$ cat src/rtl/stack_alu_engine_core_defines.svh
// Assertion macros shared by the stack engine RTL.
// No dependencies; included by the modules that carry assertions.
`ifndef STACK_ALU_ENGINE_CORE_DEFINES_SVH
`define STACK_ALU_ENGINE_CORE_DEFINES_SVH

`ifndef SYNTHESIS
`define SAE_ASSERT(lbl, clk, rst, prop, msg) \
   lbl: assert property (@(posedge clk) disable iff (rst) prop) else $error(msg);
`define SAE_ASSERT_ALWAYS(lbl, clk, prop, msg) \
   lbl: assert property (@(posedge clk) prop) else $error(msg);
`else
`define SAE_ASSERT(lbl, clk, rst, prop, msg)
`define SAE_ASSERT_ALWAYS(lbl, clk, prop, msg)
`endif

`endif

$ cat src/rtl/sae_pkg.sv
// Types and constants of the stack engine: opcodes, status codes, states.
// No dependencies; used by every module of the block.
package sae_pkg;

   localparam int WORD_W      = 32;
   localparam int DEPTH_OUT_W = 7;
   localparam int LOOP_STEPS  = 32;
   localparam int LOOP_CNT_W  = $clog2(LOOP_STEPS);

   typedef enum logic [3:0] {
      OP_PUSH = 4'd0,
      OP_POP  = 4'd1,
      OP_SWAP = 4'd2,
      OP_PEEK = 4'd3,
      OP_ADD  = 4'd4,
      OP_SUB  = 4'd5,
      OP_MUL  = 4'd6,
      OP_DIV  = 4'd7,
      OP_MOD  = 4'd8
   } op_type;

   typedef enum logic [1:0] {
      ST_OK    = 2'd0,
      ST_SHORT = 2'd1,
      ST_ZERO  = 2'd2,
      ST_FULL  = 2'd3
   } status_type;

   typedef enum logic [2:0] {
      S_IDLE,
      S_FETCH,
      S_SWAP,
      S_EXEC,
      S_DONE
   } seq_state_type;

   typedef enum logic [2:0] {
      A_IDLE,
      A_ADD,
      A_NEGA,
      A_NEGB,
      A_LOOP,
      A_FIX,
      A_DONE
   } alu_state_type;

   typedef struct packed {
      logic              start;
      op_type            op;
      logic [WORD_W-1:0] lhs;
      logic [WORD_W-1:0] rhs;
   } alu_req_type;

   typedef struct packed {
      logic              done;
      logic [WORD_W-1:0] result;
   } alu_rsp_type;

endpackage

$ cat src/rtl/sae_stack_mem.sv
// Operand stack storage: one write port and one registered read port.
// Depends on sae_pkg for the word width.
module sae_stack_mem #(
   parameter int DEPTH = 64,
   parameter int AW    = 6
) (
   input  logic                      clock,
   input  logic                      wr_en,
   input  logic [AW-1:0]             wr_addr,
   input  logic [sae_pkg::WORD_W-1:0] wr_data,
   input  logic [AW-1:0]             rd_addr,
   output logic [sae_pkg::WORD_W-1:0] rd_data
);

   logic [sae_pkg::WORD_W-1:0] mem [DEPTH];
   logic [sae_pkg::WORD_W-1:0] rd_data_ff;

   always_ff @(posedge clock) begin
      if (wr_en) begin
         mem[wr_addr] <= wr_data;
      end
      rd_data_ff <= mem[rd_addr];
   end

   assign rd_data = rd_data_ff;

endmodule

$ cat src/rtl/sae_alu.sv
// Shared 33-bit adder under a small sequencer: add, sub, shift-add multiply,
// and restoring signed divide/modulo. Depends on sae_pkg and the defines header.
`include "stack_alu_engine_core_defines.svh"

module sae_alu (
   input  logic                 clock,
   input  logic                 reset,
   input  sae_pkg::alu_req_type alu_req,
   output sae_pkg::alu_rsp_type alu_rsp
);

   sae_pkg::alu_state_type state_ff, state_in;
   sae_pkg::op_type        op_ff, op_in;
   logic [sae_pkg::WORD_W:0]       acc_ff, acc_in;
   logic [sae_pkg::WORD_W-1:0]     quo_ff, quo_in;
   logic [sae_pkg::WORD_W-1:0]     b_ff, b_in;
   logic [sae_pkg::WORD_W-1:0]     res_ff, res_in;
   logic                           an_ff, an_in;
   logic                           bn_ff, bn_in;
   logic [sae_pkg::LOOP_CNT_W-1:0] cnt_ff, cnt_in;

   logic [sae_pkg::WORD_W:0]   add_x, add_y, shifted;
   logic                       add_cin;
   logic [sae_pkg::WORD_W+1:0] add_sum;
   logic [sae_pkg::WORD_W-1:0] fix_val;
   logic                       fix_neg;
   logic                       carry;

   localparam logic [sae_pkg::LOOP_CNT_W-1:0] CNT_LAST =
      sae_pkg::LOOP_CNT_W'(sae_pkg::LOOP_STEPS - 1);

   assign add_sum = {1'b0, add_x} + {1'b0, add_y} + {{(sae_pkg::WORD_W + 1){1'b0}}, add_cin};
   assign carry   = add_sum[sae_pkg::WORD_W+1];
   assign shifted = {acc_ff[sae_pkg::WORD_W-1:0], quo_ff[sae_pkg::WORD_W-1]};

   always_comb begin
      fix_val = (op_ff == sae_pkg::OP_DIV) ? quo_ff : acc_ff[sae_pkg::WORD_W-1:0];
      case (op_ff)
         sae_pkg::OP_DIV: fix_neg = an_ff ^ bn_ff;
         sae_pkg::OP_MOD: fix_neg = an_ff;
         default:         fix_neg = 1'b0;
      endcase
   end

   always_ff @(posedge clock) begin
      if (reset) begin
         state_ff <= sae_pkg::A_IDLE;
      end else begin
         state_ff <= state_in;
      end
      op_ff  <= op_in;
      acc_ff <= acc_in;
      quo_ff <= quo_in;
      b_ff   <= b_in;
      res_ff <= res_in;
      an_ff  <= an_in;
      bn_ff  <= bn_in;
      cnt_ff <= cnt_in;
   end

   always_comb begin
      state_in = state_ff;
      op_in    = op_ff;
      acc_in   = acc_ff;
      quo_in   = quo_ff;
      b_in     = b_ff;
      res_in   = res_ff;
      an_in    = an_ff;
      bn_in    = bn_ff;
      cnt_in   = cnt_ff;
      add_x    = '0;
      add_y    = '0;
      add_cin  = 1'b0;
      case (state_ff)
         sae_pkg::A_IDLE: begin
            if (alu_req.start) begin
               op_in  = alu_req.op;
               quo_in = alu_req.lhs;
               b_in   = alu_req.rhs;
               an_in  = alu_req.lhs[sae_pkg::WORD_W-1];
               bn_in  = alu_req.rhs[sae_pkg::WORD_W-1];
               acc_in = '0;
               cnt_in = '0;
               case (alu_req.op)
                  sae_pkg::OP_MUL: state_in = sae_pkg::A_LOOP;
                  sae_pkg::OP_DIV,
                  sae_pkg::OP_MOD: state_in = sae_pkg::A_NEGA;
                  default:         state_in = sae_pkg::A_ADD;
               endcase
            end
         end
         sae_pkg::A_ADD: begin
            add_x = {1'b0, quo_ff};
            if (op_ff == sae_pkg::OP_SUB) begin
               add_y   = {1'b0, ~b_ff};
               add_cin = 1'b1;
            end else begin
               add_y = {1'b0, b_ff};
            end
            res_in   = add_sum[sae_pkg::WORD_W-1:0];
            state_in = sae_pkg::A_DONE;
         end
         sae_pkg::A_NEGA: begin
            // Dividend magnitude: two's complement negate through the adder.
            add_y   = {1'b0, ~quo_ff};
            add_cin = 1'b1;
            if (an_ff) begin
               quo_in = add_sum[sae_pkg::WORD_W-1:0];
            end
            state_in = sae_pkg::A_NEGB;
         end
         sae_pkg::A_NEGB: begin
            add_y   = {1'b0, ~b_ff};
            add_cin = 1'b1;
            if (bn_ff) begin
               b_in = add_sum[sae_pkg::WORD_W-1:0];
            end
            state_in = sae_pkg::A_LOOP;
         end
         sae_pkg::A_LOOP: begin
            if (op_ff == sae_pkg::OP_MUL) begin
               add_x  = {1'b0, acc_ff[sae_pkg::WORD_W-1:0]};
               add_y  = quo_ff[0] ? {1'b0, b_ff} : '0;
               acc_in = add_sum[sae_pkg::WORD_W:0];
               b_in   = {b_ff[sae_pkg::WORD_W-2:0], 1'b0};
               quo_in = {1'b0, quo_ff[sae_pkg::WORD_W-1:1]};
            end else begin
               // Trial subtraction; the carry out says the divisor fits.
               add_x   = shifted;
               add_y   = ~{1'b0, b_ff};
               add_cin = 1'b1;
               acc_in  = carry ? add_sum[sae_pkg::WORD_W:0] : shifted;
               quo_in  = {quo_ff[sae_pkg::WORD_W-2:0], carry};
            end
            cnt_in = cnt_ff + 1'b1;
            if (cnt_ff == CNT_LAST) begin
               state_in = sae_pkg::A_FIX;
            end
         end
         sae_pkg::A_FIX: begin
            add_y    = {1'b0, ~fix_val};
            add_cin  = 1'b1;
            res_in   = fix_neg ? add_sum[sae_pkg::WORD_W-1:0] : fix_val;
            state_in = sae_pkg::A_DONE;
         end
         sae_pkg::A_DONE: begin
            state_in = sae_pkg::A_IDLE;
         end
         default: begin
            state_in = sae_pkg::A_IDLE;
         end
      endcase
   end

   assign alu_rsp.done   = (state_ff == sae_pkg::A_DONE);
   assign alu_rsp.result = res_ff;

   `SAE_ASSERT(a_start_when_idle, clock, reset, alu_req.start |-> state_ff == sae_pkg::A_IDLE, "ALU started while busy")
   `SAE_ASSERT(a_loop_ends, clock, reset, (state_ff == sae_pkg::A_LOOP && cnt_ff == CNT_LAST) |=> state_ff == sae_pkg::A_FIX, "ALU loop overran")

endmodule

$ cat src/rtl/stack_alu_engine_core.sv
// Stack engine: one opcode per transaction, one result per transaction.
// Push, peek and errors go straight to the result; pop and swap pass through
// fetch, arithmetic through fetch and the ALU, whose mul, div and mod run the
// 32-step loop. A new request is taken in the cycle after the result is loaded.
// Synchronous reset empties the stack; stack storage itself is not cleared.
`include "stack_alu_engine_core_defines.svh"

module stack_alu_engine_core #(
   parameter int STACK_DEPTH = 64
) (
   input  logic                              clock,
   input  logic                              reset,
   input  logic                              req_valid,
   output logic                              req_stall,
   input  logic [3:0]                        req_type,
   input  logic signed [sae_pkg::WORD_W-1:0] req_push_value,
   output logic                              rsp_valid,
   input  logic                              rsp_stall,
   output logic [1:0]                        rsp_status,
   output logic signed [sae_pkg::WORD_W-1:0] rsp_top_value,
   output logic [sae_pkg::DEPTH_OUT_W-1:0]   rsp_depth_now
);

   localparam int AW = (STACK_DEPTH > 1) ? $clog2(STACK_DEPTH) : 1;
   localparam int CW = $clog2(STACK_DEPTH + 1);
   localparam int OW = sae_pkg::DEPTH_OUT_W;

   sae_pkg::seq_state_type state_ff, state_in;
   sae_pkg::op_type        op_ff, op_in;
   sae_pkg::status_type    status_ff, status_in;
   logic [CW-1:0]              count_ff, count_in;
   logic [sae_pkg::WORD_W-1:0] top_ff, top_in;

   logic                       rsp_valid_ff, rsp_valid_in;
   logic [1:0]                 rsp_status_ff;
   logic [sae_pkg::WORD_W-1:0] rsp_top_ff;
   logic [OW-1:0]              rsp_depth_ff;
   logic                       rsp_load;

   logic                       wr_en;
   logic [AW-1:0]              wr_addr, addr_m1, addr_m2;
   logic [sae_pkg::WORD_W-1:0] wr_data, rd_data;
   logic [OW-1:0]              depth_out;
   logic                       is_full, is_empty, is_short;

   sae_pkg::alu_req_type alu_req;
   sae_pkg::alu_rsp_type alu_rsp;

   assign addr_m1  = AW'(count_ff - CW'(1));
   assign addr_m2  = AW'(count_ff - CW'(2));
   assign is_full  = (count_ff == CW'(STACK_DEPTH));
   assign is_empty = (count_ff == '0);
   assign is_short = (count_ff < CW'(2));

   generate
      if (CW >= OW) begin : g_depth_trunc
         assign depth_out = count_ff[OW-1:0];
      end else begin : g_depth_ext
         assign depth_out = {{(OW - CW){1'b0}}, count_ff};
      end
   endgenerate

   sae_stack_mem #(
      .DEPTH (STACK_DEPTH),
      .AW    (AW)
   ) u_mem (
      .clock   (clock),
      .wr_en   (wr_en),
      .wr_addr (wr_addr),
      .wr_data (wr_data),
      .rd_addr (addr_m2),
      .rd_data (rd_data)
   );

   sae_alu u_alu (
      .clock   (clock),
      .reset   (reset),
      .alu_req (alu_req),
      .alu_rsp (alu_rsp)
   );

   always_ff @(posedge clock) begin
      if (reset) begin
         state_ff     <= sae_pkg::S_IDLE;
         count_ff     <= '0;
         rsp_valid_ff <= 1'b0;
      end else begin
         state_ff     <= state_in;
         count_ff     <= count_in;
         rsp_valid_ff <= rsp_valid_in;
      end
      op_ff     <= op_in;
      status_ff <= status_in;
      top_ff    <= top_in;
      if (rsp_load) begin
         rsp_status_ff <= status_ff;
         rsp_top_ff    <= is_empty ? '0 : top_ff;
         rsp_depth_ff  <= depth_out;
      end
   end

   always_comb begin
      state_in      = state_ff;
      op_in         = op_ff;
      status_in     = status_ff;
      count_in      = count_ff;
      top_in        = top_ff;
      wr_en         = 1'b0;
      wr_addr       = addr_m2;
      wr_data       = top_ff;
      alu_req.start = 1'b0;
      alu_req.op    = op_ff;
      alu_req.lhs   = rd_data;
      alu_req.rhs   = top_ff;
      rsp_load      = 1'b0;
      case (state_ff)
         sae_pkg::S_IDLE: begin
            if (req_valid) begin
               op_in     = sae_pkg::op_type'(req_type);
               status_in = sae_pkg::ST_OK;
               state_in  = sae_pkg::S_DONE;
               case (sae_pkg::op_type'(req_type))
                  sae_pkg::OP_PUSH: begin
                     if (is_full) begin
                        status_in = sae_pkg::ST_FULL;
                     end else begin
                        wr_en    = 1'b1;
                        wr_addr  = count_ff[AW-1:0];
                        wr_data  = req_push_value;
                        top_in   = req_push_value;
                        count_in = count_ff + 1'b1;
                     end
                  end
                  sae_pkg::OP_POP: begin
                     if (is_empty) status_in = sae_pkg::ST_SHORT;
                     else          state_in  = sae_pkg::S_FETCH;
                  end
                  sae_pkg::OP_PEEK: begin
                     if (is_empty) status_in = sae_pkg::ST_SHORT;
                  end
                  sae_pkg::OP_SWAP, sae_pkg::OP_ADD, sae_pkg::OP_SUB, sae_pkg::OP_MUL: begin
                     if (is_short) status_in = sae_pkg::ST_SHORT;
                     else          state_in  = sae_pkg::S_FETCH;
                  end
                  sae_pkg::OP_DIV, sae_pkg::OP_MOD: begin
                     // Depth is checked ahead of the divisor.
                     if (is_short)          status_in = sae_pkg::ST_SHORT;
                     else if (top_ff == '0) status_in = sae_pkg::ST_ZERO;
                     else                   state_in  = sae_pkg::S_FETCH;
                  end
                  default: begin
                  end
               endcase
            end
         end
         sae_pkg::S_FETCH: begin
            // The second entry arrived from the read issued at acceptance.
            case (op_ff)
               sae_pkg::OP_POP: begin
                  top_in   = rd_data;
                  count_in = count_ff - 1'b1;
                  state_in = sae_pkg::S_DONE;
               end
               sae_pkg::OP_SWAP: begin
                  wr_en    = 1'b1;
                  wr_addr  = addr_m2;
                  wr_data  = top_ff;
                  top_in   = rd_data;
                  state_in = sae_pkg::S_SWAP;
               end
               default: begin
                  alu_req.start = 1'b1;
                  state_in      = sae_pkg::S_EXEC;
               end
            endcase
         end
         sae_pkg::S_SWAP: begin
            wr_en    = 1'b1;
            wr_addr  = addr_m1;
            wr_data  = top_ff;
            state_in = sae_pkg::S_DONE;
         end
         sae_pkg::S_EXEC: begin
            if (alu_rsp.done) begin
               wr_en    = 1'b1;
               wr_addr  = addr_m2;
               wr_data  = alu_rsp.result;
               top_in   = alu_rsp.result;
               count_in = count_ff - 1'b1;
               state_in = sae_pkg::S_DONE;
            end
         end
         sae_pkg::S_DONE: begin
            if (!rsp_valid_ff || !rsp_stall) begin
               rsp_load = 1'b1;
               state_in = sae_pkg::S_IDLE;
            end
         end
         default: begin
            state_in = sae_pkg::S_IDLE;
         end
      endcase
   end

   always_comb begin
      if (rsp_load) begin
         rsp_valid_in = 1'b1;
      end else if (rsp_valid_ff && !rsp_stall) begin
         rsp_valid_in = 1'b0;
      end else begin
         rsp_valid_in = rsp_valid_ff;
      end
   end

   assign req_stall     = (state_ff != sae_pkg::S_IDLE);
   assign rsp_valid     = rsp_valid_ff;
   assign rsp_status    = rsp_status_ff;
   assign rsp_top_value = rsp_top_ff;
   assign rsp_depth_now = rsp_depth_ff;

   `SAE_ASSERT(a_depth_bound, clock, reset, count_ff <= CW'(STACK_DEPTH), "stack depth out of range")
   `SAE_ASSERT(a_accept_leaves_idle, clock, reset, (req_valid && !req_stall) |=> state_ff != sae_pkg::S_IDLE, "accepted transaction not started")
   `SAE_ASSERT(a_done_in_exec, clock, reset, alu_rsp.done |-> state_ff == sae_pkg::S_EXEC, "ALU result outside execute")
   `SAE_ASSERT(a_count_held_in_exec, clock, reset, (state_ff == sae_pkg::S_EXEC && !alu_rsp.done) |=> $stable(count_ff), "depth changed during ALU work")

endmodule

$ cat config.mk
export PLATFORM = sky130hd
export DESIGN_NAME = stack_alu_engine_core
export DESIGN_NICKNAME = d
export VERILOG_FILES = /design/src/rtl/sae_pkg.sv /design/src/rtl/sae_stack_mem.sv /design/src/rtl/sae_alu.sv /design/src/rtl/stack_alu_engine_core.sv
export VERILOG_INCLUDE_DIRS = /design/src /design/src/rtl
export SDC_FILE = /design/constraint.sdc
export NUM_CORES = 2
export LEC_CHECK = 0
export ABC_AREA = 1
export BUFFER_PORTS_ARGS = -buffer_cell sky130_fd_sc_hd__buf_2
export CAP_MARGIN = 20
export CORE_MARGIN = 4
export CORE_UTILIZATION = 39
export DETAILED_ROUTE_END_ITERATION = 10
export MAX_ROUTING_LAYER = met4
export SYNTH_ARGS = -nofsm -noshare
export SYNTH_HDL_FRONTEND = slang
export SYNTH_HIERARCHICAL = 1
export SYNTH_SLANG_ARGS = --single-unit
$ cat constraint.sdc
create_clock -name clock -period 13.9 [get_ports clock]
set_input_delay 1.39 -clock clock [delete_from_list [all_inputs] [get_ports clock]]
set_output_delay 1.39 -clock clock [all_outputs]
set_load 0.05 [all_outputs]
==> impl_metrics.py <==
metrics = {
    "die": {
        "initial_core_util": 0.3924,
        "ios": 83,
        "num_rows": 185,
        "die_h_um": 513.9,
        "fp.coreArea_um2": 254400,
        "die_w_um": 513.9,
        "die-area_um2": 264100,
    },
    "job": {
        "maxCapViolCount": 0,
    },
    "setup_path": {
        "crit_required_ns": 14.39,
        "worstPathArrival_ns": 6.57,
        "crit_path_start": "count_ff[1]",
        "cp_slowest_stage_delay_ns": 1.06,
        "r2r_end": "u_mem/mem[28][3]",
        "r2r_setup_slack_ns": 7.82,
        "endpoint": "u_mem/mem[28][3]",
        "worst_setup_path_end_kind": "flop",
        "start_kind": "flop",
        "r2r.worst_path.cells": 13,
        "slowest_stage": "nor2_4",
        "path_max_fanout": 98,
        "worstSetupPathType": "reg -> reg",
        "r2r-start": "count_ff[1]",
        "crit_chain": "inv_8, ha_1, nand2_1, inv_2, nand3_2, nand3_2, buf_4, a21oi_1, o221ai_1, inv_1, nor3_1, nand2_1, nor2_4",
    },
    "placed_design": {
        "dpl_cell_area_um2": 103800,
        "post-dp-hpwl_um": 182700,
        "gp_congestion": 0.9391,
        "placed_cells": 12089,
        "portBuffers": 82,
    },
    "timing": {
        "rsz0062_at_grt": "no",
        "setup_tns_ns": 0,
        "skew_ns": 0.04753,
        "slew_headroom": 0.2114,
        "tightest_slew_ns": 1.183,
        "hold_viol_final": 0,
        "whs_ns": 0.4220,
        "period_share": 0.4376,
        "fmax_ghz": 0.1644,
        "slew_violations": 0,
        "finalSetupViolCount": 0,
        "layout_min_cycle_time_ns": 6.083,
    },
    "global_route": {
        "antenna_found_initial": 15,
        "grt_pass1_vias": 65132,
        "overflow": 0,
        "grt_usage": 0.2365,
        "grt_max_degree": 203,
        "grt_pass1_wl_um": 452100,
    },
    "clock_tree": {
        "clockBufferDepth": 3,
        "clock_sinks": 2312,
        "cts_tree": "done",
        "cts_hold_buffers": 0,
        "path_clk_slew_ns": 0.06,
        "clkLatencyLatePin_ns": 0.89,
        "cts_resized": 0,
        "cts_buffers": 235,
        "htreeDepth": 4,
        "post-cts-setup-buffers": 0,
        "clock-root-buffer": "clkbuf_16",
    },
    "cells_and_area": {
        "drive_gt1_frac": 0.07883,
        "multi_input_area_um2": 27870,
        "fin_cells": 12561,
        "design_area_um2": 111900,
        "area_delta_synth_final_pct": 12.10,
        "nets": 9056,
        "fill_cells": 23344,
        "regArea_um2": 68970,
    },
    "yosys": {
        "synth_flop_cell": "edfxtp_1",
        "yosysWarnings": 6,
        "ys_top_cells_by_count": "nand2_1, edfxtp_1, nand3_1",
        "netlist-cell-type-count": 55,
        "synth.area.top_cells": "edfxtp_1, nand2_1, nand3_1, buf_2, nor2_1",
        "synth_edf_count": 2266,
        "yosysMostFrequentCell": "nand2_1",
        "synth_top_area_cell": "edfxtp_1",
        "synth_cells": 9077,
        "synth_top_area_share": 0.6816,
        "synth_nets": 9157,
        "async_flop_share": 0,
        "synthesis.area_um2": 99830,
        "synth_area_per_cell_um2": 11.00,
        "seq_area_frac_synth": 0.6909,
        "ys_ff_latch": 2312,
    },
    "route": {
        "drt_first_pass_iters": 8,
        "vias": 70393,
        "first_iter_violations": 9270,
        "via_per_inst": 5.604,
        "postRouteAntennaNets": 0,
        "routed_wl_um": 312600,
        "route.detailed.drc": 0,
        "wire_per_inst_um": 24.89,
    },
    "worst_hold_path": {
        "hp-class": "reg -> reg",
    },
    "run_status": {
        "status": "complete, no violations",
    },
}
==> flip-flops by register name, indices dropped and copies added, names as in the netlist <==
register,count
u_alu/b_ff,32
rsp_status,2
u_alu/bn_ff,1
rsp_valid,1
u_alu/op_ff,4
u_alu/quo_ff,32
u_alu/res_ff,32
status_ff,2
u_mem/rd_data,32
op_ff,4
top_ff,32
u_alu/an_ff,1
u_alu/cnt_ff,5
u_alu/state_ff,3
count_ff,7
rsp_depth_now,7
rsp_top_value,32
u_mem/mem,2048
state_ff,3
u_alu/acc_ff,32
==> worst min-delay path by stage <==
stage	from	endpoint	slack (ns)	cells after the start
floorplan	status_ff[0]	rsp_status[0]	0.40	0
global placement	status_ff[0]	rsp_status[0]	0.42	0
detailed placement	status_ff[1]	rsp_status[1]	0.41	0
CTS	status_ff[1]	rsp_status[1]	0.42	0
global route	status_ff[1]	rsp_status[1]	0.44	0
finish	status_ff[1]	rsp_status[1]	0.42	0
==> area by class of cell <==
cell class,instances,area share
Sequential cell,2312,0.6163
Multi-Input combinational cell,5876,0.2491
Clock buffer,298,0.05549
Tap cell,3366,0.03763
Timing Repair Buffer,216,0.01612
Clock inverter,147,0.01333
Inverter,335,0.01180
Antenna cell,11,0.0002460
==> placed cells by master, fill, tap and decap left out, drive strengths merged, types with 38 or more instances in the layout <==
cell	instances
dfxtp	46
buf	216
clkinv	112
edfxtp	2266
o22ai	64
a21oi	100
nand2	2863
nand3	1994
nor2	355
clkbuf	298
inv	343
ha	38
o21ai	181
o211ai	59
==> per-layer routing <==
layer | global-route usage | up-vias | part of all wire
met5 | - | - | 0
met4 | 0.09128 | 0 | 0.043
met3 | 0.03868 | 536 | 0.096
met2 | 0.3525 | 3524 | 0.45
met1 | 0.3258 | 34565 | 0.41
li1 | - | 31768 | -
==> critical path, delay by kind of cell (launching register included) <==
family	cells	cell delay, ns
simple gates	6	2.25
buf+inv	4	1.44
compound gates	2	1.18
flops	1	0.42
fa+ha+maj	1	0.33
==> through the flow <==
stage            util  worst slack (ns)
2_1_floorplan       -             8.484
3_3_place_gp   0.4078             7.655
3_5_place_dp   0.4082             7.559
4_1_cts        0.4384             7.728
5_1_grt        0.4398             7.558
6_report       0.4399             7.817
==> cells by family after synthesis <==
family,count (synthesis),synth area share
simple gates,5278,0.2275
buf+inv,889,0.04082
flops,2312,0.6909
xor+xnor,24,0.002106
compound gates,529,0.03300
mux,5,0.0005014
fa+ha+maj,40,0.005164
Power is left out: the tool's default activity adds up to more than one toggle a clock period on the data nets, which glitch-free logic cannot reach.
